[config.mk]
export PLATFORM = sky130hd
export DESIGN_NAME = led_cell
export DESIGN_NICKNAME = d
export VERILOG_FILES = /design/src/hdl/levenshtein_edit_distance_defines.svh /design/src/hdl/led_pkg.sv /design/src/hdl/led_cell.sv
export SDC_FILE = /design/constraint.sdc
export NUM_CORES = 1
export LEC_CHECK = 0
export ABC_AREA = 0
export BUFFER_PORTS_ARGS = -buffer_cell sky130_fd_sc_hd__buf_2
export CAP_MARGIN = 10
export CORE_ASPECT_RATIO = 0.8
export CORE_MARGIN = 2
export CORE_UTILIZATION = 58
export CTS_BUF_LIST = sky130_fd_sc_hd__clkbuf_8 sky130_fd_sc_hd__clkbuf_16
export DETAILED_ROUTE_END_ITERATION = 8
export GPL_TIMING_DRIVEN = 0
export PLACE_DENSITY = 0.91
export SLEW_MARGIN = 20
export SYNTH_ARGS = -nofsm -noshare
export SYNTH_HDL_FRONTEND = slang
export SYNTH_SLANG_ARGS = --single-unit
[constraint.sdc]
create_clock -name clk -period 15.5 [get_ports clk]
set_input_delay 1.55 -clock clk [delete_from_list [all_inputs] [get_ports clk]]
set_output_delay 1.55 -clock clk [all_outputs]
set_load 0.05 [all_outputs]
[src/hdl/levenshtein_edit_distance_defines.svh]
// ----------------------------------------------------------------------------
// Assertion macros for the edit distance block
// Concurrent checks that vanish when SYNTHESIS is defined.
// ----------------------------------------------------------------------------
`ifndef LEVENSHTEIN_EDIT_DISTANCE_DEFINES_SVH
`define LEVENSHTEIN_EDIT_DISTANCE_DEFINES_SVH

`ifndef SYNTHESIS

// same-cycle implication
`define LED_ASSERT_IMP(label, clk, rst_n, ante, cons) \
	label: assert property (@(posedge clk) disable iff (!rst_n) (ante) |-> (cons)) \
		else $error("edit distance check failed");

// next-cycle implication
`define LED_ASSERT_NXT(label, clk, rst_n, ante, cons) \
	label: assert property (@(posedge clk) disable iff (!rst_n) (ante) |=> (cons)) \
		else $error("edit distance check failed");

`else

`define LED_ASSERT_IMP(label, clk, rst_n, ante, cons)
`define LED_ASSERT_NXT(label, clk, rst_n, ante, cons)

`endif

`endif

[src/hdl/led_pkg.sv]
// ----------------------------------------------------------------------------
// led_pkg
// Shared constants and the token control type of the edit distance array.
// ----------------------------------------------------------------------------
package led_pkg;

	// default configuration
	localparam int MAX_PATTERN_DEF = 64;
	localparam int COST_BITS_DEF   = 16;

	// fixed field widths
	localparam int SYM_BITS  = 8;
	localparam int DIST_BITS = 16;

	// request kinds carried by the mode field
	localparam logic MODE_PATTERN = 1'b0;
	localparam logic MODE_TEXT    = 1'b1;

	// control part of a token walking down the cell chain
	typedef struct packed {
		logic                valid;   // token present
		logic                is_text; // text byte, else pattern byte
		logic                init;    // text start: row restarts at 0..m
		logic                last;    // text end: deliver distance
		logic                wr;      // pattern byte to be stored
		logic                ovf;     // pattern overflow seen at entry
		logic [SYM_BITS-1:0] sym;     // byte carried
	} led_ctl_t;

endpackage

[src/hdl/led_cell.sv]
// ----------------------------------------------------------------------------
// led_cell
// One column of the cost row: holds a pattern byte and its cost, and updates
// the cost as each text token that reaches its column passes to the next cell.
// ----------------------------------------------------------------------------
module led_cell import led_pkg::*; #(
	parameter int COL       = 1,
	parameter int POS_BITS  = 7,
	parameter int COST_BITS = COST_BITS_DEF
) (
	input  logic                 clk,
	input  logic                 arst_n,
	input  logic                 adv,
	input  led_ctl_t             ctl_in,
	input  logic [POS_BITS-1:0]  pos_in,
	input  logic [COST_BITS-1:0] diag_in,
	input  logic [COST_BITS-1:0] left_in,
	output led_ctl_t             ctl_out,
	output logic [POS_BITS-1:0]  pos_out,
	output logic [COST_BITS-1:0] diag_out,
	output logic [COST_BITS-1:0] left_out
);

	localparam longint unsigned CostMax = (64'd1 << COST_BITS) - 64'd1;
	localparam logic [COST_BITS-1:0] InitCost =
		COST_BITS'((64'(COL) > CostMax) ? CostMax : 64'(COL));

	function automatic logic [COST_BITS-1:0] sat_inc(input logic [COST_BITS-1:0] v,
			input logic d);
		return (d && (v != {COST_BITS{1'b1}})) ? v + COST_BITS'(1) : v;
	endfunction

	led_ctl_t             ctl_q;
	logic [POS_BITS-1:0]  pos_q;
	logic [COST_BITS-1:0] diag_q;
	logic [COST_BITS-1:0] left_q;
	logic [COST_BITS-1:0] cost_q;
	logic [SYM_BITS-1:0]  sym_q;

	logic                 in_row;
	logic                 hit;
	logic [COST_BITS-1:0] above;
	logic [COST_BITS-1:0] c_diag;
	logic [COST_BITS-1:0] c_ins;
	logic [COST_BITS-1:0] c_del;
	logic [COST_BITS-1:0] best;

	// cell update: minimum of substitute, insert and delete
	always_comb begin
		in_row = (pos_in >= POS_BITS'(COL));
		hit    = ctl_in.valid && ctl_in.is_text && in_row;
		above  = ctl_in.init ? InitCost : cost_q;
		c_diag = sat_inc(diag_in, sym_q != ctl_in.sym);
		c_ins  = sat_inc(left_in, 1'b1);
		c_del  = sat_inc(above, 1'b1);
		best   = c_diag;
		if (c_ins < best) begin
			best = c_ins;
		end
		if (c_del < best) begin
			best = c_del;
		end
	end

	// token stage toward the next cell
	always_ff @(posedge clk or negedge arst_n) begin
		if (!arst_n) begin
			ctl_q <= '0;
		end else if (adv) begin
			ctl_q <= ctl_in;
		end
	end

	always_ff @(posedge clk) begin
		if (adv) begin
			pos_q  <= pos_in;
			diag_q <= above;
			left_q <= hit ? best : left_in;
		end
	end

	// column cost
	always_ff @(posedge clk or negedge arst_n) begin
		if (!arst_n) begin
			cost_q <= '0;
		end else if (adv && hit) begin
			cost_q <= best;
		end
	end

	// stored pattern byte, loaded when its write token passes
	always_ff @(posedge clk) begin
		if (adv && ctl_in.valid && !ctl_in.is_text && ctl_in.wr &&
				pos_in == POS_BITS'(COL - 1)) begin
			sym_q <= ctl_in.sym;
		end
	end

	assign ctl_out  = ctl_q;
	assign pos_out  = pos_q;
	assign diag_out = diag_q;
	assign left_out = left_q;

endmodule

# Word level (Yosys, flattened, before mapping)
# Index checks and enable logic that the tools add are counted.
[classes] n_mux=7 shift=0 add_sub_neg=3 bitwise_logic=0 multipliers=0 eq_ne=4 div=0 n_lt_le_gt_ge=3 n_reduce_logical=10
[op_table] op="two-way mux 16 bit" n=7
[op_table] op="adder 16 x 1 -> 16 bit, second input constant" n=3
[op_table] op="!= test 16 bit, second input constant" n=3
[op_table] op="< comparator 16 bit" n=2
[op_table] op="logical AND 1 bit" n=8
[op_table] op="!= test 8 bit" n=1
[op_table] op="greater-or-equal comparator 7 x 1 -> 1 bit, second input constant" n=1
[op_table] op="logical NOT 7 bit" n=1
[op_table] op="logical NOT 1 bit" n=1
[word_totals] reg_bits=77 mem_bits_ro=0 elab_cells=39 output_inout_bits=53 memories=0 latch_bits=0 ramBits=0

# Logic depth before layout (Yosys ltp)
[logic_depth] ltp_word=8 mapped_depth=26 depth_no_buf=24

# Worst setup path after synthesis
# No wires, ideal clock.
[synth_path] path_kind="input -> register" startpoint="input left_in[0]" endpoint="register left_q[10], in the netlist left_out[10] (data pin)" n_path_buf=2 setup_slack_ps=8906 stages=24 arrival_ps=6324 cell_sequence="ha_1 -> nand4_1 -> nor4_1 -> nor2_1 -> and3_1 -> xnor2_1 -> inv_1 -> ha_1 -> a211oi_1 -> o21bai_1 -> a221oi_1 -> o2111ai_4 -> buf_4 -> mux2i_1 -> inv_1 -> ha_1 -> o211ai_1 -> o21a_1 -> a31oi_1 -> nand2b_1 -> o311a_4 -> clkbuf_1 -> o22a_1 -> a21oi_1"
[synth_via] elab_chain_len=7 word_cells_on_any_way=8
[synth_rtl] element="from (decl)" line="led_cell.sv:17" source="input logic [COST_BITS-1:0] left_in,"
[synth_rtl] element="adder 16 x 1 -> 16 bit or != test 16 bit (tied branches)" line="led_cell.sv:30" source="return (d && (v != {COST_BITS{1'b1}})) ? v + COST_BITS'(1) : v;"
[synth_rtl] element="two-way mux 16 bit (*)" line="led_cell.sv:30"
[synth_rtl] element="< comparator 16 bit" line="led_cell.sv:57" source="if (c_ins < best) begin"
[synth_rtl] element="two-way mux 16 bit (*)" line="led_cell.sv:57"
[synth_rtl] element="< comparator 16 bit" line="led_cell.sv:60" source="if (c_del < best) begin"
[synth_rtl] element="two-way mux 16 bit (*)" line="led_cell.sv:60"
[synth_rtl] element="two-way mux 16 bit (*)" line="led_cell.sv:78" source="left_q <= hit ? best : left_in;"
[synth_rtl] element="to (signal assigned)" line="led_cell.sv:78"
[synth_rtl] element="to (decl)" line="led_cell.sv:36" source="logic [COST_BITS-1:0] left_q;"
# Mark *: on every way between the ends. The rest lies on a longest branch, timed or not.
# A chain may end at the register's enable or synchronous reset.

# Final worst setup path
# Same ends and word-level chain as after synthesis.

==> metrics.yaml <==
yosys:
  ys.flop_type: "edfxtp_1"
  syn_nets: 622
  async_flop_share_pct: 39.0
  synth_warnings: 0
  synth_area_leaders: "edfxtp_1 (27%), dfrtp_1 (14%), ha_1 (7.9%), mux2_2 (4.9%), xor2_1 (4.5%)"
  synth_top_area_share_pct: 26.9
  syn-cell-area_sq_um: 5240
  synthCells: 533
  ys_seq_area_share_pct: 41.2
  ys_ff_latch: 77
  syn_avg_cell_area_sq_um: 9.84
  synth_edf_count: 47
  yosysTopAreaCell: "edfxtp_1"
  netlist-cell-type-count: 61
pwr:
  leakagePower_nw: 2.66
  power_density_nw_per_um2: 118
  ir_drop_v: 0.0000709
  p_total_mw: 0.734
worst_setup_path:
  crit_type: "in2reg"
  path_delay_family: "compound AO/OA/AOI/OAI gates"
  cp_max_fo: 10
  end_kind: "flop"
  critPathLaunchType: "input port"
  crit_top_cell: "ha_1"
  slowest_delay_ns: 0.66
  cp.required_ns: 15.56
  crit_slowest_cell: "a221oi_1"
  cp_num_buf_inv: 5
  cp.arrival_ns: 7.99
route:
  firstDrtPassIters: 5
  vias: 4771
  postRouteAntennaNets: 0
  wire_per_inst_um: 18.3
  drt-total-wl_um: 14000
  remaining_drc_errors: 0
  drt_iter0_drc: 348
  vias_per_cell: 6.21
sta:
  final_hold_viol_count: 0
  final_max_slew_viol_count: 0
  worst_slack_ns: 7.57
  fin_crit_sh_pct: 51.1
  rsz0062_at_grt: "no"
  hold_ws_ns: 0.509
  setup_violations: 0
  clock_skew_ns: 0.00957
  clock.fmax_mhz: 126
  slew_headroom_pct: 40.0
  worstMarginPinSlew_ns: 0.899
  tns_ns: 0
  min_period_ns: 7.93
floorplanning:
  start_util_pct: 60.7
  row_count: 30
  die_h_um: 89.0
  dieArea_sq_um: 9820
  coreArea_sq_um: 8630
  die_w_um: 110
  top_level_ports: 109
cells_and_area:
  nFillCells: 642
  antenna_cells: 0
  fin_cells: 768
  final_util_pct: 72.2
  drive_gt1_share_pct: 25.0
  register_area_sq_um: 2160
  syn_to_final_growth_pct: 18.8
  stdcell_area_sq_um: 6230
  layout.nets: 740
  multi_input_area_sq_um: 2910
clock_network:
  clkLatencyLatePin_ns: 0.34
  clock_path_buffers: 2
  cts.sinks: 77
  postCtsSetupBuffers: 0
  clockRootBuffer: "clkbuf_16"
  path_clk_slew_ns: 0.07
  htree_levels: 3
  cts_tree: "done"
  cts_inserted_buffers: 9
  cts_resized: 0
  ctsHoldBuffers: 0
placement:
  dpl-instance-area_sq_um: 5920
  place_ws_ns: 7.46
  port_buffers: 107
  dp_cells: 752
  dp_hpwl_um: 10900
  place.gp.congestion: 0.964
global_route:
  antenna_found_initial: 0
  grt_max_degree: 41
  gr-total-overflow: 0
  grt_pass1_wl_um: 22200
  grt_pass1_vias: 4607
  grt_usage_pct: 29.8
status:
  status: "finished, final reports clean"
min_path:
  hold_path.class: "reg2reg"
flow_run:
  maxCapViolCount: 0
per-layer routing:
metal  global-route usage, %  up-vias  part of all wire, %
li1                        -     2212                    -
met1                    38.5     2229                   42
met2                    47.2      292                   44
met3                    8.38       38                   11
met4                    13.1        0                  3.0
met5                       0        -                    0
cells in the final DEF, fill, tap and decap left out, types with 3 or more instances in the layout:
cell and instances:
a21o_1 6, inv_1 25, dfrtp_1 30, nand2_1 47, o21ai_1 11, nor2b_1 15
buf_2 108, o21ai_0 19, a31oi_1 10, nand4_1 23, o31ai_1 3, clkbuf_1 11
nor3_1 13, nor4_1 8, and2_1 7, nand3_1 22, mux2i_1 13, xnor2_1 15
a21oi_1 19, or3_1 3, o21a_1 3, nand2b_1 6, or2_2 3, mux2_2 23
o211ai_1 3, nor2_1 37, a211oi_1 4, o22a_1 3, edfxtp_1 47, and3_1 9
xor2_1 27, buf_1 3, ha_1 33, clkbuf_16 9
kinds of logic (layout without fill, tap and decap cells):
kind of cell | after synthesis | in the layout | synth area share, %
multiplexers | 36 | 36 | 7.42
XOR/XNOR | 42 | 42 | 7.02
flip-flops | 77 | 77 | 41.2
AO/OA/AOI/OAI | 95 | 95 | 12.2
buffers and inverters | 43 | 166 | 3.46
adder cells (fa/ha/maj) | 33 | 33 | 7.88
AND/OR/NAND/NOR | 207 | 207 | 20.8
cell usage after synthesis (all sizes together) (15+ instances only):
master,number
a21oi,19
dfrtp,30
edfxtp,47
ha,33
inv,25
mux2,23
nand2,47
nand3,22
nand4,25
nor2,38
nor2b,15
o21ai,30
xnor2,15
xor2,27
state kept, by name (all words and copies together), names as in the netlist:
signal and flops:
cost_q 16, pos_out 7, ctl_out 14, left_out 16
sym_q 8, diag_out 16
report_power, final:
group          internal [mW]  total [mW]  switching [mW]
Sequential             0.250       0.272          0.0225
Combinational         0.0845       0.245           0.160
Clock                  0.127       0.216          0.0894
final cells by class:
type | instances | share of cell area (%)
Tap cell | 112 | 2.25
Clock inverter | 7 | 1.29
Inverter | 25 | 1.51
Multi-Input combinational cell | 413 | 46.6
Clock buffer | 9 | 3.62
Sequential cell | 77 | 34.7
Timing Repair Buffer | 107 | 8.60
Buffer | 18 | 1.41
worst paths after layout:
path,end,depth (start not counted),start,slack [ns]
max,left_out[10]$_DFFE_PP_,25,left_in[0],7.57
min,ctl_out[1]$_DFFE_PN0P_,1,ctl_out[1]$_DFFE_PN0P_,0.51
max reg2reg,left_out[10]$_DFFE_PP_,23,sym_q[7]$_DFFE_PP_,8.96
min reg2reg,ctl_out[1]$_DFFE_PN0P_,1,ctl_out[1]$_DFFE_PN0P_,0.51
max in group asynchronous,cost_q[13]$_DFFE_PN0P_,1,arst_n,13.82
min in group asynchronous,ctl_out[1]$_DFFE_PN0P_,1,arst_n,1.23
worst reg2reg max path, delay by kind of cell (launching register included):
family	cells	cell delay, ns
AOI/OAI and AO/OA	10	2.50
muxes	1	0.30
xor gates and xnor gates	2	0.39
buffers and inverters	4	1.08
adders and majority gates	2	0.62
and+or+nand+nor	4	0.97
DFF	1	0.39
(Power assumes the default switching activity.)
