**src/hdl/levenshtein_edit_distance_defines.svh**
```systemverilog
// ----------------------------------------------------------------------------
// Assertion macros for the edit distance block
// Concurrent checks that vanish when SYNTHESIS is defined.
// ----------------------------------------------------------------------------
`ifndef LEVENSHTEIN_EDIT_DISTANCE_DEFINES_SVH
`define LEVENSHTEIN_EDIT_DISTANCE_DEFINES_SVH

`ifndef SYNTHESIS

// same-cycle implication
`define LED_ASSERT_IMP(label, clk, rst_n, ante, cons) \
	label: assert property (@(posedge clk) disable iff (!rst_n) (ante) |-> (cons)) \
		else $error("edit distance check failed");

// next-cycle implication
`define LED_ASSERT_NXT(label, clk, rst_n, ante, cons) \
	label: assert property (@(posedge clk) disable iff (!rst_n) (ante) |=> (cons)) \
		else $error("edit distance check failed");

`else

`define LED_ASSERT_IMP(label, clk, rst_n, ante, cons)
`define LED_ASSERT_NXT(label, clk, rst_n, ante, cons)

`endif

`endif

```
**src/hdl/led_pkg.sv**
```systemverilog
// ----------------------------------------------------------------------------
// led_pkg
// Shared constants and the token control type of the edit distance array.
// ----------------------------------------------------------------------------
package led_pkg;

	// default configuration
	localparam int MAX_PATTERN_DEF = 64;
	localparam int COST_BITS_DEF   = 16;

	// fixed field widths
	localparam int SYM_BITS  = 8;
	localparam int DIST_BITS = 16;

	// request kinds carried by the mode field
	localparam logic MODE_PATTERN = 1'b0;
	localparam logic MODE_TEXT    = 1'b1;

	// control part of a token walking down the cell chain
	typedef struct packed {
		logic                valid;   // token present
		logic                is_text; // text byte, else pattern byte
		logic                init;    // text start: row restarts at 0..m
		logic                last;    // text end: deliver distance
		logic                wr;      // pattern byte to be stored
		logic                ovf;     // pattern overflow seen at entry
		logic [SYM_BITS-1:0] sym;     // byte carried
	} led_ctl_t;

endpackage

```
**src/hdl/led_head.sv**
```systemverilog
// ----------------------------------------------------------------------------
// led_head
// Entry of the chain: tracks pattern length and overflow, holds column zero,
// and launches one token per accepted request.
// ----------------------------------------------------------------------------
module led_head import led_pkg::*; #(
	parameter int MAX_PATTERN = MAX_PATTERN_DEF,
	parameter int POS_BITS    = 7,
	parameter int COST_BITS   = COST_BITS_DEF
) (
	input  logic                 clk,
	input  logic                 arst_n,
	input  logic                 adv,
	input  logic                 in_valid,
	input  logic                 mode,
	input  logic [SYM_BITS-1:0]  symbol,
	input  logic                 first,
	input  logic                 last,
	output led_ctl_t             ctl_out,
	output logic [POS_BITS-1:0]  pos_out,
	output logic [COST_BITS-1:0] diag_out,
	output logic [COST_BITS-1:0] left_out
);

	logic [POS_BITS-1:0]  len_q;
	logic                 ovf_q;
	logic [COST_BITS-1:0] cost0_q;

	led_ctl_t             ctl_q;
	logic [POS_BITS-1:0]  pos_q;
	logic [COST_BITS-1:0] diag_q;
	logic [COST_BITS-1:0] left_q;

	logic                 accept;
	logic [POS_BITS-1:0]  base_len;
	logic                 base_ovf;
	logic                 room;
	logic [COST_BITS-1:0] above0;
	logic [COST_BITS-1:0] new0;
	led_ctl_t             ctl_d;
	logic [POS_BITS-1:0]  pos_d;

	// pattern bookkeeping and column zero
	always_comb begin
		accept   = in_valid && adv;
		base_len = first ? '0 : len_q;
		base_ovf = first ? 1'b0 : ovf_q;
		room     = (base_len < POS_BITS'(MAX_PATTERN));
		above0   = first ? '0 : cost0_q;
		new0     = (above0 != {COST_BITS{1'b1}}) ? above0 + COST_BITS'(1) : above0;

		ctl_d.valid   = in_valid;
		ctl_d.is_text = (mode == MODE_TEXT);
		ctl_d.init    = first;
		ctl_d.last    = last;
		ctl_d.wr      = room;
		ctl_d.ovf     = ovf_q;
		ctl_d.sym     = symbol;
		pos_d         = (mode == MODE_TEXT) ? len_q : base_len;
	end

	always_ff @(posedge clk or negedge arst_n) begin
		if (!arst_n) begin
			len_q   <= '0;
			ovf_q   <= 1'b0;
			cost0_q <= '0;
		end else if (accept) begin
			if (mode == MODE_TEXT) begin
				cost0_q <= new0;
			end else if (room) begin
				len_q <= base_len + POS_BITS'(1);
				ovf_q <= base_ovf;
			end else begin
				len_q <= base_len;
				ovf_q <= 1'b1;
			end
		end
	end

	// token register feeding cell one
	always_ff @(posedge clk or negedge arst_n) begin
		if (!arst_n) begin
			ctl_q <= '0;
		end else if (adv) begin
			ctl_q <= ctl_d;
		end
	end

	always_ff @(posedge clk) begin
		if (adv) begin
			pos_q  <= pos_d;
			diag_q <= above0;
			left_q <= new0;
		end
	end

	assign ctl_out  = ctl_q;
	assign pos_out  = pos_q;
	assign diag_out = diag_q;
	assign left_out = left_q;

endmodule

```
**config.mk**
```make
export PLATFORM = sky130hd
export DESIGN_NAME = led_head
export DESIGN_NICKNAME = d
export VERILOG_FILES = /design/src/hdl/levenshtein_edit_distance_defines.svh /design/src/hdl/led_pkg.sv /design/src/hdl/led_head.sv
export SDC_FILE = /design/constraint.sdc
export NUM_CORES = 1
export LEC_CHECK = 0
export BUFFER_PORTS_ARGS = -buffer_cell sky130_fd_sc_hd__buf_2
export CORE_ASPECT_RATIO = 0.6
export CORE_UTILIZATION = 50
export CTS_CLUSTER_SIZE = 40
export DETAILED_ROUTE_END_ITERATION = 10
export PLACE_DENSITY = 0.76
export SETUP_SLACK_MARGIN = 0.15
export SLEW_MARGIN = 10
export SYNTH_ARGS = -nofsm -noshare
export SYNTH_HDL_FRONTEND = slang
export SYNTH_SLANG_ARGS = --single-unit
```
**constraint.sdc**
```tcl
create_clock -name clk -period 1.7 [get_ports clk]
set_input_delay 0.085 -clock clk [delete_from_list [all_inputs] [get_ports clk]]
set_output_delay 0.085 -clock clk [all_outputs]
set_load 0.02 [all_outputs]
```
## Yosys cells after proc, flatten, opt, wreduce, memory -nomap -nowiden

Cells that the tools add are included.

- Magnitude comparators: 1
- Add/sub/neg operators: 2
- Equality and inequality tests: 2
- Mux-type cells: 7
- Reductions and logical operators: 4
- Bitwise logic cells: 1

Operators by type and width:

| kind | number |
|---|---|
| 16-bit two-way mux | 2 |
| 7-bit two-way mux | 3 |
| 16-bit by 1-bit adder with 16-bit output, second input constant | 1 |
| 16-bit inequality test, second input constant | 1 |
| 7-bit by 1-bit adder with 7-bit output, second input constant | 1 |
| 7-bit < comparator, second input constant | 1 |
| 2-bit AND reduction | 2 |
| 3-bit AND reduction | 1 |
| 1-bit two-way mux | 2 |
| 2-bit inequality test, second input constant | 1 |
| 1-bit logical AND | 1 |
| 1-bit inverter | 1 |

- Output and inout port bits: 53
- Register bits: 77
- Input bits: 15

## Depth between registers and ports, before layout

Gate-level depths: netlist (run 1).

- Word-level depth: 4
- Mapped depth: 11
- Gate-level depth less buffers: 8

## Worst setup path before layout (run 1)

OpenSTA, ideal clock, no wires.

- Path type: input -> register
- Start point: in first
- End point: reg left_q[1] (netlist: left_out[1]), data pin
- Arrival: 1.966 ns
- Library setup time: 0.262 ns
- Buffers on the path: 3
- Slack: -0.528 ns
- Required time: 1.438 ns
- Stages on the path: 11
- Cells stage by stage: buf_6 > buf_2 > buf_2 > inv_1 > nand2_1 > inv_1 > ha_1 > nand2_1 > nor3_4 > nand2_1 > mux2_1

- Longest elaborated chain between the ends: 3
- Elaborated cells on any way between the ends: 4

Ends and longest elaborated chain:

| element | RTL line | RTL |
|---|---|---|
| start, declared | led_head.sv:17 | `input logic first,` |
| 16-bit two-way mux * | led_head.sv:49 | `above0 = first ? '0 : cost0_q;` |
| named net above0[0] | led_head.sv:38 | `logic [COST_BITS-1:0] above0;` |
| 16-bit by 1-bit adder with 16-bit output or 16-bit inequality test (tied branches) | led_head.sv:50 | `new0 = (above0 != {COST_BITS{1'b1}}) ? above0 + COST_BITS'(1) : above0;` |
| 16-bit two-way mux * | led_head.sv:50 |  |
| named net new0[1] | led_head.sv:39 | `logic [COST_BITS-1:0] new0;` |
| end signal, assigned | led_head.sv:93 | `left_q <= new0;` |
| end, declared | led_head.sv:32 | `logic [COST_BITS-1:0] left_q;` |

The timed path passes the listed nets; every way through them passes the cells marked *.
A chain may end at the register's enable or synchronous reset.

## Final worst setup path (run 1)

- Start point: reg cost0_q[1]
- End point: reg left_q[13] (netlist: left_out[13]), data pin

- Longest elaborated chain between the ends: 3
- Elaborated cells on any way between the ends: 4

Ends and longest elaborated chain:

| element | RTL line | RTL |
|---|---|---|
| start, declared | led_head.sv:27 | `logic [COST_BITS-1:0] cost0_q;` |
| start signal, assigned | led_head.sv:69 | `cost0_q <= new0;` |
| 16-bit two-way mux * | led_head.sv:49 |  |
| named net above0[1] | led_head.sv:38 |  |
| 16-bit by 1-bit adder with 16-bit output or 16-bit inequality test (tied branches) | led_head.sv:50 |  |
| 16-bit two-way mux * | led_head.sv:50 |  |
| named net new0[13] | led_head.sv:39 |  |

Marks and branches as above.

==> impl_summary.txt, run 1 <==
----------------------------------------------------
[Layout]
  Post-route core utilization ... 0.767
  Final Non-Filler Cells ... 533
  Fraction of final layout cells with drive strength greater than 1 ... 0.496
  Number of antenna cells inserted ... 0
  Total Nets Final ... around 460
  Area delta synth->final ... 44.1%

[Critical path]
  Startpoint of the lowest-slack register-to-register path ... cost0_q[1]
  Endpoint of the worst register-to-register path ... left_out[13]
  FF-to-FF setup slack ... -0.14 ns
  Crit path max fanout ... 5
  Crit path arrival time ... about 1.9 ns
  Crit path capture type ... flop
  Cells on worst reg2reg path ... 7
  Required time of the critical path ... ~1.8 ns
  Crit path launch type ... flop
  Crit Path Category ... reg2reg

[Floorplanning]
  Overall die height ... 68.3 um
  DIE WIDTH ... 112 um
  Number of primary I/O pins ... 68
  DIE AREA ... 0.00768 mm2
  Initial core utilization ... 0.532
  Number of rows created at floorplan ... 23
  Area of the core ... 0.00688 mm2

[Clock tree]
  Latest clock arrival within the worst-skew pair ... 0.34 ns
  CTS tree ... built
  Clock-pin slew of the registers on the worst-case setup and hold paths ... 0.06 ns
  Total clock buffers created by CTS ... 9
  Root Driver ... clkbuf_16
  Clock sinks ... 77
  H-tree level count ... 3
  CTS Buffer Depth ... 2

[Power and ir drop]
  Power Density ... between 900 and 1000 mW/mm2
  Sequential cell fraction of total power ... 0.442
  Clk network pwr share ... 0.372
  Power Internal ... 3.78 mW
  Switch share ... 0.259
  Leak pwr ... 2.40 nW
  Total power consumption of the routed design ... roughly 5.1 mW
  Net load switching power ... 1.33 mW
  Largest voltage drop on the vdd net ... 840 uV
  Relative contribution of combinational cells to total power ... 0.186

[Worst hold path]
  Path class of the lowest-slack min-delay path ... in2reg
  Beginning of the worst hold path ... mode
  Worst Hold Endpoint ... ctl_out[12]
  Worst hold path depth ... 2

[Synth]
  Netlist area before placement ... ~0.0037 mm2
  Async S/R FF share, synth ... 0.494
  Syn Nets ... 310
  Cell taking the most area after synthesis ... edfxtp_1
  Number of flops mapped to enable cells by yosys ... 39
  Count of unique library cells instantiated by Yosys ... 65
  Top cells by area in the synthesized netlist ... edfxtp_1 (32%), dfrtp_1 (26%), mux2_2 (4.9%)
  Mean Syn Cell Area ... 12.5 um2
  Synth Register Bits ... 77
  Fraction of synthesized cell area taken by the top area cell type ... 0.320
  Count of yosys warnings during synthesis ... 0
  Share of synthesized area occupied by flip-flops and latches ... 0.580
  Cells after synthesis ... 293
  Most used flip-flop cell after synthesis ... edfxtp_1

[Placement]
  Last weighted congestion value of the routability-driven placer ... roughly 0.91
  Placement-stage worst setup slack ... -0.166 ns
  Number of placed instances, taps included ... roughly 480
  Count of input and output buffers ... 67
  Half-perimeter wire length after detailed placement ... between 5 and 6 mm

[STA]
  Fin crit period ... 1.84 ns
  Max-slew violation total from the final report ... 0
  Final count of hold timing violations ... 0
  Worst Skew ... 0.00502 ns
  Period Utilization, post-route ... 1.08
  Maximum clock frequency ... roughly 0.54 GHz
  Setup violation total in the final timing report ... 18
  PnR worst setup slack ... -0.138 ns
  Transition time at the pin with the least slew margin ... 0.513 ns
  Max_slew headroom ... 0.658
  Unrepaired setup endpoints after global routing ... true

[Detailed routing]
  Number of iterations in the first detailed-routing pass ... 5
  Vias ... between 3,000 and 4,000
  Total wire length ... 9.70 mm
  DRC ... 0
  Antenna Violating Nets Remaining ... 0
  Per-cell via count in the routed design ... 5.83
  DRT iter0 DRCs ... 369
  Average wire per cell in the routed design ... 18.2 um

[Global routing]
  GR met3 Demand/Resource ... 0.0691
  Met1 Track Usage GR ... 0.340
  Maximum number of pins on one net before global-route repair ... 39
  Overflow after GRT ... 0
  GRT busiest layer ... met2
  Vias in the first global route ... between 2,000 and 3,000
  First-pass GRT wire length ... 14.8 mm
  Number of antenna violations at the first check in global routing ... 0
  GR Util All Layers ... 0.262
  Met2 Usage GRT ... 0.429

[Outcome]
  Violations in the final reports ... negative setup slack
  Run status ... finished, violations left

[Flow run]
  MaxCap Viol Count ... 0

----------------------------------------------------
==> repair_timing <==
action | 4_1_cts | 5_1_grt
hold endpoints to repair | 47 | 0
buffers inserted | 19 | 12
hold buffers | 10 | 0
resized for setup | 33 | 26
endpoints found under the setup margin | 29 | 32
pin swaps | 26 | 20
==> power by group through the flow <==
stage	registers, mW	logic (mW)	clock network (mW)
global route	2.28	1.01	2.00
CTS	2.25	0.860	1.93
detailed placement	2.29	0.770	0
finish	2.26	0.953	1.90
global placement	2.28	0.750	0
floorplan	2.42	0.310	0
==> Yosys cell counts, drive strengths merged, types with 3 or more instances <==
master / number
nand2: 22
xor2: 4
o211ai: 3
inv: 10
and2: 10
nor2: 16
edfxtp: 39
nand4b: 5
buf: 9
nand3: 9
nor2b: 12
o21ai: 7
a31oi: 3
xnor2: 13
a221o: 3
clkbuf: 4
and4b: 3
and3: 4
a21oi: 8
mux2: 17
nand4: 7
dfrtp: 38
nor3: 9
==> worst max-delay path by stage <==
stage | from | endpoint | cells after the start
after CTS | cost0_q[1] | left_out[13] | 7
final | cost0_q[1] | left_out[13] | 7
after floorplan | first | left_out[13] | 11
after detailed placement | cost0_q[1] | left_out[13] | 6
after global placement | cost0_q[1] | left_out[13] | 6
after global routing | cost0_q[1] | cost0_q[13] | 8
==> critical path, cell delays in order, from the launching register on <==
cell and delay [ns]:
dfrtp_1 0.35, nor2b_4 0.18, ha_4 0.19, nand4_1 0.17, nor4_4 0.17, buf_4 0.18, and4bb_1 0.22, xnor2_1 0.13
==> through the flow <==
step / instance area, um2 / setup TNS (ns) / hold WS (ns)
6_report: 5280 / -1.29 / 0.0632
5_1_grt: 5280 / -2.12 / 0.0671
4_1_cts: 5090 / -0.785 / 0.0410
3_5_place_dp: 4410 / -1.20 / 0.170
3_3_place_gp: 4410 / -0.381 / 0.170
2_1_floorplan: 3730 / -0.395 / -0.211
==> final cells by class <==
cell class / instances / area (um2)
fill: 408 / 1600
multi-input combinational: 193 / 1660
clock inverter: 4 / 48.8
inverter: 10 / 45.0
sequential: 77 / 2130
clock buffer: 12 / 246
tap: 87 / 109
timing repair buffer: 150 / 1040
==> registers in the layout, indices dropped and copies added (netlist names) <==
name,cells
left_out,16
diag_out,16
ovf_q,1
len_q,7
ctl_out,14
cost0_q,16
pos_out,7
==> logic make-up (layout without fill, tap and decap cells) <==
logic type               after synthesis  in the layout  share of synthesized area
buffers and inverters                 23            176                     0.0287
flip-flops                            77             77                      0.580
AND/OR/NAND/NOR                      113            113                      0.194
multiplexers                          18             18                     0.0550
adder cells (fa/ha/maj)                2              2                    0.00683
AO/OA/AOI/OAI                         43             43                     0.0947
XOR/XNOR                              17             17                     0.0407
==> placed cells by master (no fill, tap or decap), types with 3 or more instances in the layout <==
cell type	instances
clkbuf_16	9
a21oi_1	7
dfrtp_2	3
and3_1	4
a221o_1	3
buf_2	67
mux2_4	3
nor2b_1	11
mux2_2	14
nand3_1	6
o21ai_2	4
nand2_4	3
dfrtp_1	35
and2_1	9
xor2_1	4
xnor2_1	10
nand4b_1	3
nor3_1	7
edfxtp_1	39
nor2_4	4
nand2_1	19
xnor2_2	3
inv_1	8
dlygate4sd3_1	10
buf_4	60
nand4_1	6
nor2_1	11
a31oi_1	3
buf_6	12
==> routing by layer <==
layer	share of wire	up-vias
li1	-	1382
met1	0.43	1524
met2	0.47	181
met3	0.080	20
met4	0.021	0
met5	0	-
Note: power is estimated with default switching activity, not from simulation.
==> run 2: changes to the inputs <==
--- a/config.mk
+++ b/config.mk
@@ -10,6 +10,7 @@
 export CORE_UTILIZATION = 50
 export CTS_CLUSTER_SIZE = 40
 export DETAILED_ROUTE_END_ITERATION = 10
+export HOLD_SLACK_MARGIN = 0.12
 export PLACE_DENSITY = 0.76
 export SETUP_SLACK_MARGIN = 0.15
 export SLEW_MARGIN = 10
==> run 2 against run 1 <==
Effect of this change: largest cell class unchanged; register-to-register slack barely moved; via count about the same; utilization up 0.55 points; clock power about the same; critical path depth unchanged; cell area is 0.71% higher; final cell count grew 0.56%; the run still ends with negative setup slack left.
==> impl_summary.txt, run 2 (synthesized netlist as in run 1, its figures left out) <==
----------------------------------------------------
[Outcome]
  Run status ... finished, violations left
  Violations in the final reports ... negative setup slack

[Clock tree]
  H-tree level count ... 3 (unchanged)
  CTS tree ... built
  CTS Buffer Depth ... 2 (unchanged)
  Latest clock arrival within the worst-skew pair ... 0.34 ns (about the same)
  Total clock buffers created by CTS ... 9 (unchanged)
  Clock-pin slew of the registers on the worst-case setup and hold paths ... 0.06 ns (about the same)
  Root Driver ... clkbuf_16
  Clock sinks ... 77 (unchanged)

[Power and ir drop]
  Net load switching power ... 1.34 mW (+1.2%)
  Leak pwr ... 2.41 nW (+0.49%)
  Relative contribution of combinational cells to total power ... 0.188 (+0.002)
  Switch share ... 0.261 (+0.00201)
  Largest voltage drop on the vdd net ... 834 uV (-0.79%)
  Sequential cell fraction of total power ... 0.440 (-0.002)
  Clk network pwr share ... 0.372 (about the same)
  Power Density ... 966 mW/mm2 (-0.25%)
  Power Internal ... 3.79 mW (+0.18%)

[STA]
  Transition time at the pin with the least slew margin ... 0.539 ns (+0.0268 ns)
  Maximum clock frequency ... 0.543 GHz (-0.25%)
  Max-slew violation total from the final report ... 0 (unchanged)
  Worst Skew ... 0.00548 ns (+0.000455 ns)
  Max_slew headroom ... 0.640 (-0.0179)
  Period Utilization, post-route ... 1.08 (+0.00268)
  PnR worst setup slack ... -0.143 ns (-0.00456 ns)
  Post-route worst hold slack ... 0.196 ns (+0.133 ns)
  Fin crit period ... 1.84 ns (+0.00456 ns)
  Final count of hold timing violations ... 0 (unchanged)
  Unrepaired setup endpoints after global routing ... true
  Setup violation total in the final timing report ... 19 (+1)

[Global routing]
  GRT busiest layer ... met2
  Maximum number of pins on one net before global-route repair ... 39 (unchanged)
  GR met3 Demand/Resource ... 0.0726 (+0.00354)
  GR Util All Layers ... 0.267 (+0.00488)
  First-pass GRT wire length ... 15.0 mm (+1.7%)
  Met1 Track Usage GR ... 0.342 (+0.00171)
  Met2 Usage GRT ... 0.443 (+0.0140)
  Vias in the first global route ... 2,961 (+1.4%)
  Overflow after GRT ... 0 (unchanged)
  Number of antenna violations at the first check in global routing ... 0 (unchanged)

[Layout]
  Number of antenna cells inserted ... 0 (unchanged)
  Area delta synth->final ... 45.1%
  Final Non-Filler Cells ... 536 (+0.56%)
  Fillers ... 394 (-3.4%)
  Final Instance Area ... 0.00531 mm2 (+0.71%)
  Fraction of final layout cells with drive strength greater than 1 ... 0.494 (-0.00108)
  Commonest cells after routing, fill and taps aside ... buf_2 (67), buf_4 (62), edfxtp_1 (39), dfrtp_1 (35), nand2_1 (19)
  Most common cell after layout, fill and taps aside ... buf_2
  Total Nets Final ... 461 (+0.66%)

[Worst hold path]
  Path class of the lowest-slack min-delay path ... in2reg

[Placement]
  Last weighted congestion value of the routability-driven placer ... 0.915 (unchanged)
  Post-place instance area ... 0.00441 mm2 (unchanged)
  Count of input and output buffers ... 67 (unchanged)
  Number of placed instances, taps included ... 476 (unchanged)
  Half-perimeter wire length after detailed placement ... 5.82 mm (unchanged)

[Detailed routing]
  Average wire per cell in the routed design ... 18.6 um (+2.4%)
  Antenna Violating Nets Remaining ... 0 (unchanged)
  Vias ... 3,109 (+0.064%)
  DRC ... 0 (unchanged)
  Per-cell via count in the routed design ... 5.80 (-0.50%)
  DRT iter0 DRCs ... 348 (-5.7%)
  Total wire length ... 9.98 mm (+2.9%)
  Number of iterations in the first detailed-routing pass ... 5 (unchanged)

[Critical path]
  Crit path capture type ... flop
  Crit Path Category ... reg2reg
  Delay of the slowest cell on the worst path ... 0.35 ns (about the same)
  Top delay family on crit path ... simple AND/OR/NAND/NOR gates
  Crit path max fanout ... 4 (-1)
  FF-to-FF setup slack ... -0.14 ns (about the same)
  Crit path max-delay cell type ... dfrtp_1
  Crit path arrival time ... 1.92 ns (about the same)
  Buffers and inverters on the worst path ... 1 (unchanged)
  Chain of cells forming the critical path ... nor2b_4, ha_4, nand2_4, nor3_4, buf_6, nand4_1, xnor2_1
  Crit path launch type ... flop
  Required time of the critical path ... 1.78 ns (about the same)

[Floorplanning]
  Area of the core ... 0.00688 mm2 (unchanged)
  DIE AREA ... 0.00768 mm2 (unchanged)
  Number of primary I/O pins ... 68 (unchanged)
  Number of rows created at floorplan ... 23 (unchanged)
  DIE WIDTH ... 112 um (unchanged)
  Overall die height ... 68.3 um (unchanged)
  Initial core utilization ... 0.532 (unchanged)

[Flow run]
  MaxCap Viol Count ... 0 (unchanged)

----------------------------------------------------
==> run 2: cell count changes in the layout (fill, tap and decap cells not counted), sizes merged <==
cell and delta:
dlygate4sd3 +3
==> run 2: final timing paths <==
path	start	to	cells past startpoint
hold reg to reg	ctl_out[2]	ctl_out[2]	1
hold / removal	mode	len_q[1]	3
setup reg to reg	cost0_q[1]	left_out[12]	7
max in group asynchronous	arst_n	cost0_q[11]	3
setup / recovery	cost0_q[1]	left_out[12]	7
min in group asynchronous	arst_n	cost0_q[8]	3
==> run 2: metal layers <==
metal  wire length (um)  up-vias
li1                   -     1390
met1               4270     1527
met2               4690      172
met3                839       20
met4                184        0
met5                  0        -
==> run 2: cell type report <==
type / count / area (um2) / share of cell area
clock buffer: 12 / 246 / 0.0464
clock inverter: 4 / 48.8 / 0.00918
inverter: 10 / 45.0 / 0.00848
multi-input combinational: 193 / 1680 / 0.315
sequential: 77 / 2130 / 0.400
tap: 87 / 109 / 0.0205
timing repair buffer: 153 / 1060 / 0.200
==> run 2: stage by stage <==
| step | power [mW] | setup WS, ns | setup TNS (ns) | utilization |
|---|---|---|---|---|
| after global routing | 5.31 | -0.169 | -2.42 | 0.773 |
| after floorplan | 2.73 | -0.120 | -0.395 | - |
| after global placement | 3.03 | -0.0793 | -0.381 | 0.641 |
| after detailed placement | 3.06 | -0.166 | -1.20 | 0.641 |
| final | 5.13 | -0.143 | -1.47 | 0.773 |
| after CTS | 5.05 | -0.129 | -0.785 | 0.744 |
==> run 2: power groups by stage <==
stage | clock, mW | combinational [mW] | sequential (mW)
after floorplan | 0 | 0.310 | 2.42
after global placement | 0 | 0.750 | 2.28
after detailed placement | 0 | 0.770 | 2.29
after CTS | 1.93 | 0.866 | 2.25
after global routing | 2.01 | 1.03 | 2.28
final | 1.91 | 0.966 | 2.26
==> run 2: repair_timing <==
item,CTS,global route
hold buffers,13,0
endpoints found under the setup margin,29,32
pin swaps,26,20
hold endpoints to repair,50,0
resized for setup,33,26
setup buffers,19,12
==> run 2: tightest hold or removal path, delay by kind of cell <==
family	cells	cell delay, ns
AND/OR/NAND/NOR	1	0.07
multiplexers	1	0.21
buffers and inverters	1	0.13
==> run 3: changes to the inputs <==
--- a/config.mk
+++ b/config.mk
@@ -11,9 +11,9 @@
 export CTS_CLUSTER_SIZE = 40
 export DETAILED_ROUTE_END_ITERATION = 10
 export HOLD_SLACK_MARGIN = 0.12
-export PLACE_DENSITY = 0.76
+export PLACE_DENSITY = 0.73
 export SETUP_SLACK_MARGIN = 0.15
-export SLEW_MARGIN = 10
+export SLEW_MARGIN = 20
 export SYNTH_ARGS = -nofsm -noshare
 export SYNTH_HDL_FRONTEND = slang
 export SYNTH_SLANG_ARGS = --single-unit
==> constraint.sdc (replaced) <==
create_clock -name clk -period 1.8 [get_ports clk]
set_input_delay 0.09 -clock clk [delete_from_list [all_inputs] [get_ports clk]]
set_output_delay 0.09 -clock clk [all_outputs]
set_load 0.02 [all_outputs]
==> run 3 against run 2 <==
Effect of this change: the run still ends with negative setup slack left; final cell count fell by 4.9%; via count fell by 8.3%; flip-flop and latch count did not move; critical endpoint is now left_out[1].
==> impl_summary.txt, run 3 (synthesized netlist as in run 1, its figures left out) <==
----------------------------------------------------
[Detailed routing]
  Average wire per cell in the routed design ... 16.8 um (-9.6%)
  DRC ... 0 (unchanged)
  Number of iterations in the first detailed-routing pass ... 5 (unchanged)
  DRT iter0 DRCs ... 196 (-44%)
  Antenna Violating Nets Remaining ... 0 (unchanged)
  Per-cell via count in the routed design ... 5.59 (-3.6%)
  Vias ... 2,852 (-8.3%)
  Total wire length ... 8.58 mm (-14%)

[Floorplanning]
  DIE AREA ... 0.00768 mm2 (unchanged)
  Overall die height ... 68.3 um (unchanged)
  Number of primary I/O pins ... 68 (unchanged)
  Number of rows created at floorplan ... 23 (unchanged)
  DIE WIDTH ... 112 um (unchanged)
  Area of the core ... 0.00688 mm2 (unchanged)
  Initial core utilization ... 0.532 (unchanged)

[Clock tree]
  Latest clock arrival within the worst-skew pair ... 0.34 ns (about the same)
  H-tree level count ... 3 (unchanged)
  Clock sinks ... 77 (unchanged)
  Root Driver ... clkbuf_16
  Clock-pin slew of the registers on the worst-case setup and hold paths ... 0.06 ns (about the same)
  CTS Buffer Depth ... 2 (unchanged)
  Total clock buffers created by CTS ... 9 (unchanged)
  CTS tree ... built

[Critical path]
  Crit path max fanout ... 4 (unchanged)
  Crit path arrival time ... 1.95 ns (+0.03 ns)
  Crit path capture type ... flop
  Crit Path Category ... reg2reg
  Required time of the critical path ... 1.89 ns (+0.11 ns)
  Crit path launch type ... flop

[Worst hold path]
  Path class of the lowest-slack min-delay path ... in2reg

[Power and ir drop]
  Power Density ... 938 mW/mm2 (-2.9%)
  Clk network pwr share ... 0.372 (about the same)
  Relative contribution of combinational cells to total power ... 0.168 (-0.020)
  Sequential cell fraction of total power ... 0.460 (+0.020)
  Switch share ... 0.259 (-0.00260)
  Leak pwr ... 2.23 nW (-7.4%)
  Power Internal ... 3.45 mW (-8.9%)
  Largest voltage drop on the vdd net ... 574 uV (-31%)
  Net load switching power ... 1.21 mW (-10%)

[Placement]
  Number of placed instances, taps included ... 464 (-2.5%)
  Count of input and output buffers ... 67 (unchanged)
  Last weighted congestion value of the routability-driven placer ... 0.923 (+0.85%)
  Post-place instance area ... 0.00431 mm2 (-2.1%)
  Half-perimeter wire length after detailed placement ... 5.55 mm (-4.6%)

[Layout]
  Post-route core utilization ... 0.722 (-0.0508)
  Final Non-Filler Cells ... 510 (-4.9%)
  Total Nets Final ... 435 (-5.6%)
  Commonest cells after routing, fill and taps aside ... buf_2 (67), buf_4 (40), edfxtp_1 (39), dfrtp_1 (36), nand2_1 (19)
  Fraction of final layout cells with drive strength greater than 1 ... 0.426 (-0.0689)
  Number of antenna cells inserted ... 0 (unchanged)
  Final Instance Area ... 0.00496 mm2 (-6.6%)
  Most common cell after layout, fill and taps aside ... buf_2
  Area delta synth->final ... 35.6%

[STA]
  Setup TNS ... -0.140 ns (+1.33 ns)
  Final count of hold timing violations ... 0 (unchanged)
  Fin crit period ... 1.86 ns (+0.0124 ns)
  Max-slew violation total from the final report ... 0 (unchanged)
  Worst Skew ... 0.00685 ns (+0.00138 ns)
  PnR worst setup slack ... -0.0553 ns (+0.0876 ns)
  Setup violation total in the final timing report ... 6 (-13)
  Unrepaired setup endpoints after global routing ... true
  Max_slew headroom ... 0.667 (+0.0267)
  Maximum clock frequency ... 0.539 GHz (-0.67%)
  Period Utilization, post-route ... 1.03 (-0.0533)
  Transition time at the pin with the least slew margin ... 0.499 ns (-0.0400 ns)

[Outcome]
  Violations in the final reports ... negative setup slack
  Run status ... finished, violations left

[Global routing]
  First-pass GRT wire length ... 13.4 mm (-11%)
  GR Util All Layers ... 0.239 (-0.0286)
  Overflow after GRT ... 0 (unchanged)
  Vias in the first global route ... 2,582 (-13%)
  Maximum number of pins on one net before global-route repair ... 39 (unchanged)
  Number of antenna violations at the first check in global routing ... 0 (unchanged)

[Flow run]
  MaxCap Viol Count ... 0 (unchanged)

----------------------------------------------------
run 3: cell count changes in the layout (fill, tap and decap cells not counted), sizes merged:
cell / previous run / this run
clkinvlp: 0 / 1
clkbuf: 12 / 10
buf: 140 / 113
clkinv: 3 / 4
dlygate4sd3: 13 / 14
run 3: layout make-up:
cell class | count | area, um2
clock buffer | 10 | 229
clock inverter | 6 | 53.8
fill | 466 | 1910
inverter | 10 | 45.0
multi-input combinational | 193 | 1560
sequential | 77 | 2120
tap | 87 | 109
timing repair buffer | 127 | 843
run 3: path summary, 6_finish.rpt:
path / startpoint / to / slack [ns] / cells past startpoint
min in group asynchronous: arst_n / cost0_q[0] / 0.37 / 3
hold reg to reg: ctl_out[7] / ctl_out[7] / 0.50 / 1
hold / removal: first / diag_out[0] / 0.24 / 4
max in group asynchronous: arst_n / cost0_q[4] / 1.06 / 3
setup reg to reg: cost0_q[1] / left_out[1] / -0.06 / 7
setup / recovery: cost0_q[1] / left_out[1] / -0.06 / 7
run 3: worst max-delay path, stage by stage, from the launching register on:
cell and delay [ns]:
dfrtp_1 0.35, nor2b_4 0.18, ha_4 0.18, nand2_4 0.06, nor3_4 0.29, buf_4 0.19, nand2_4 0.05, mux2_4 0.29
run 3: what timing repair did:
item,in CTS,in global routing
setup buffers,8,8
gates resized for setup,12,20
hold endpoints to repair,52,0
hold buffers,14,0
endpoints found under the setup margin,27,30
pin swaps,10,11
run 3: metrics by stage:
step	setup WS [ns]	total power [mW]	hold slack, ns
after floorplan	-0.0252	2.58	-0.206
after global placement	0.00956	2.84	0.179
after detailed placement	-0.0852	2.86	0.191
after CTS	0.0328	4.65	0.248
after global routing	-0.115	4.84	0.243
final	-0.0553	4.66	0.236
run 3: metal layers:
metal / track usage / vias up / routed length, um
met4: 0.0800 / 0 / 96
met2: 0.356 / 127 / 3710
li1: - / 1338 / -
met1: 0.333 / 1372 / 4170
met3: 0.0753 / 15 / 611
met5: 0 / - / 0
run 3: power groups by stage:
stage	clock network (mW)	logic (mW)	registers (mW)
floorplan	0	0.293	2.29
global placement	0	0.682	2.16
detailed placement	0	0.693	2.16
CTS	1.76	0.751	2.14
global route	1.83	0.846	2.16
finish	1.73	0.782	2.14
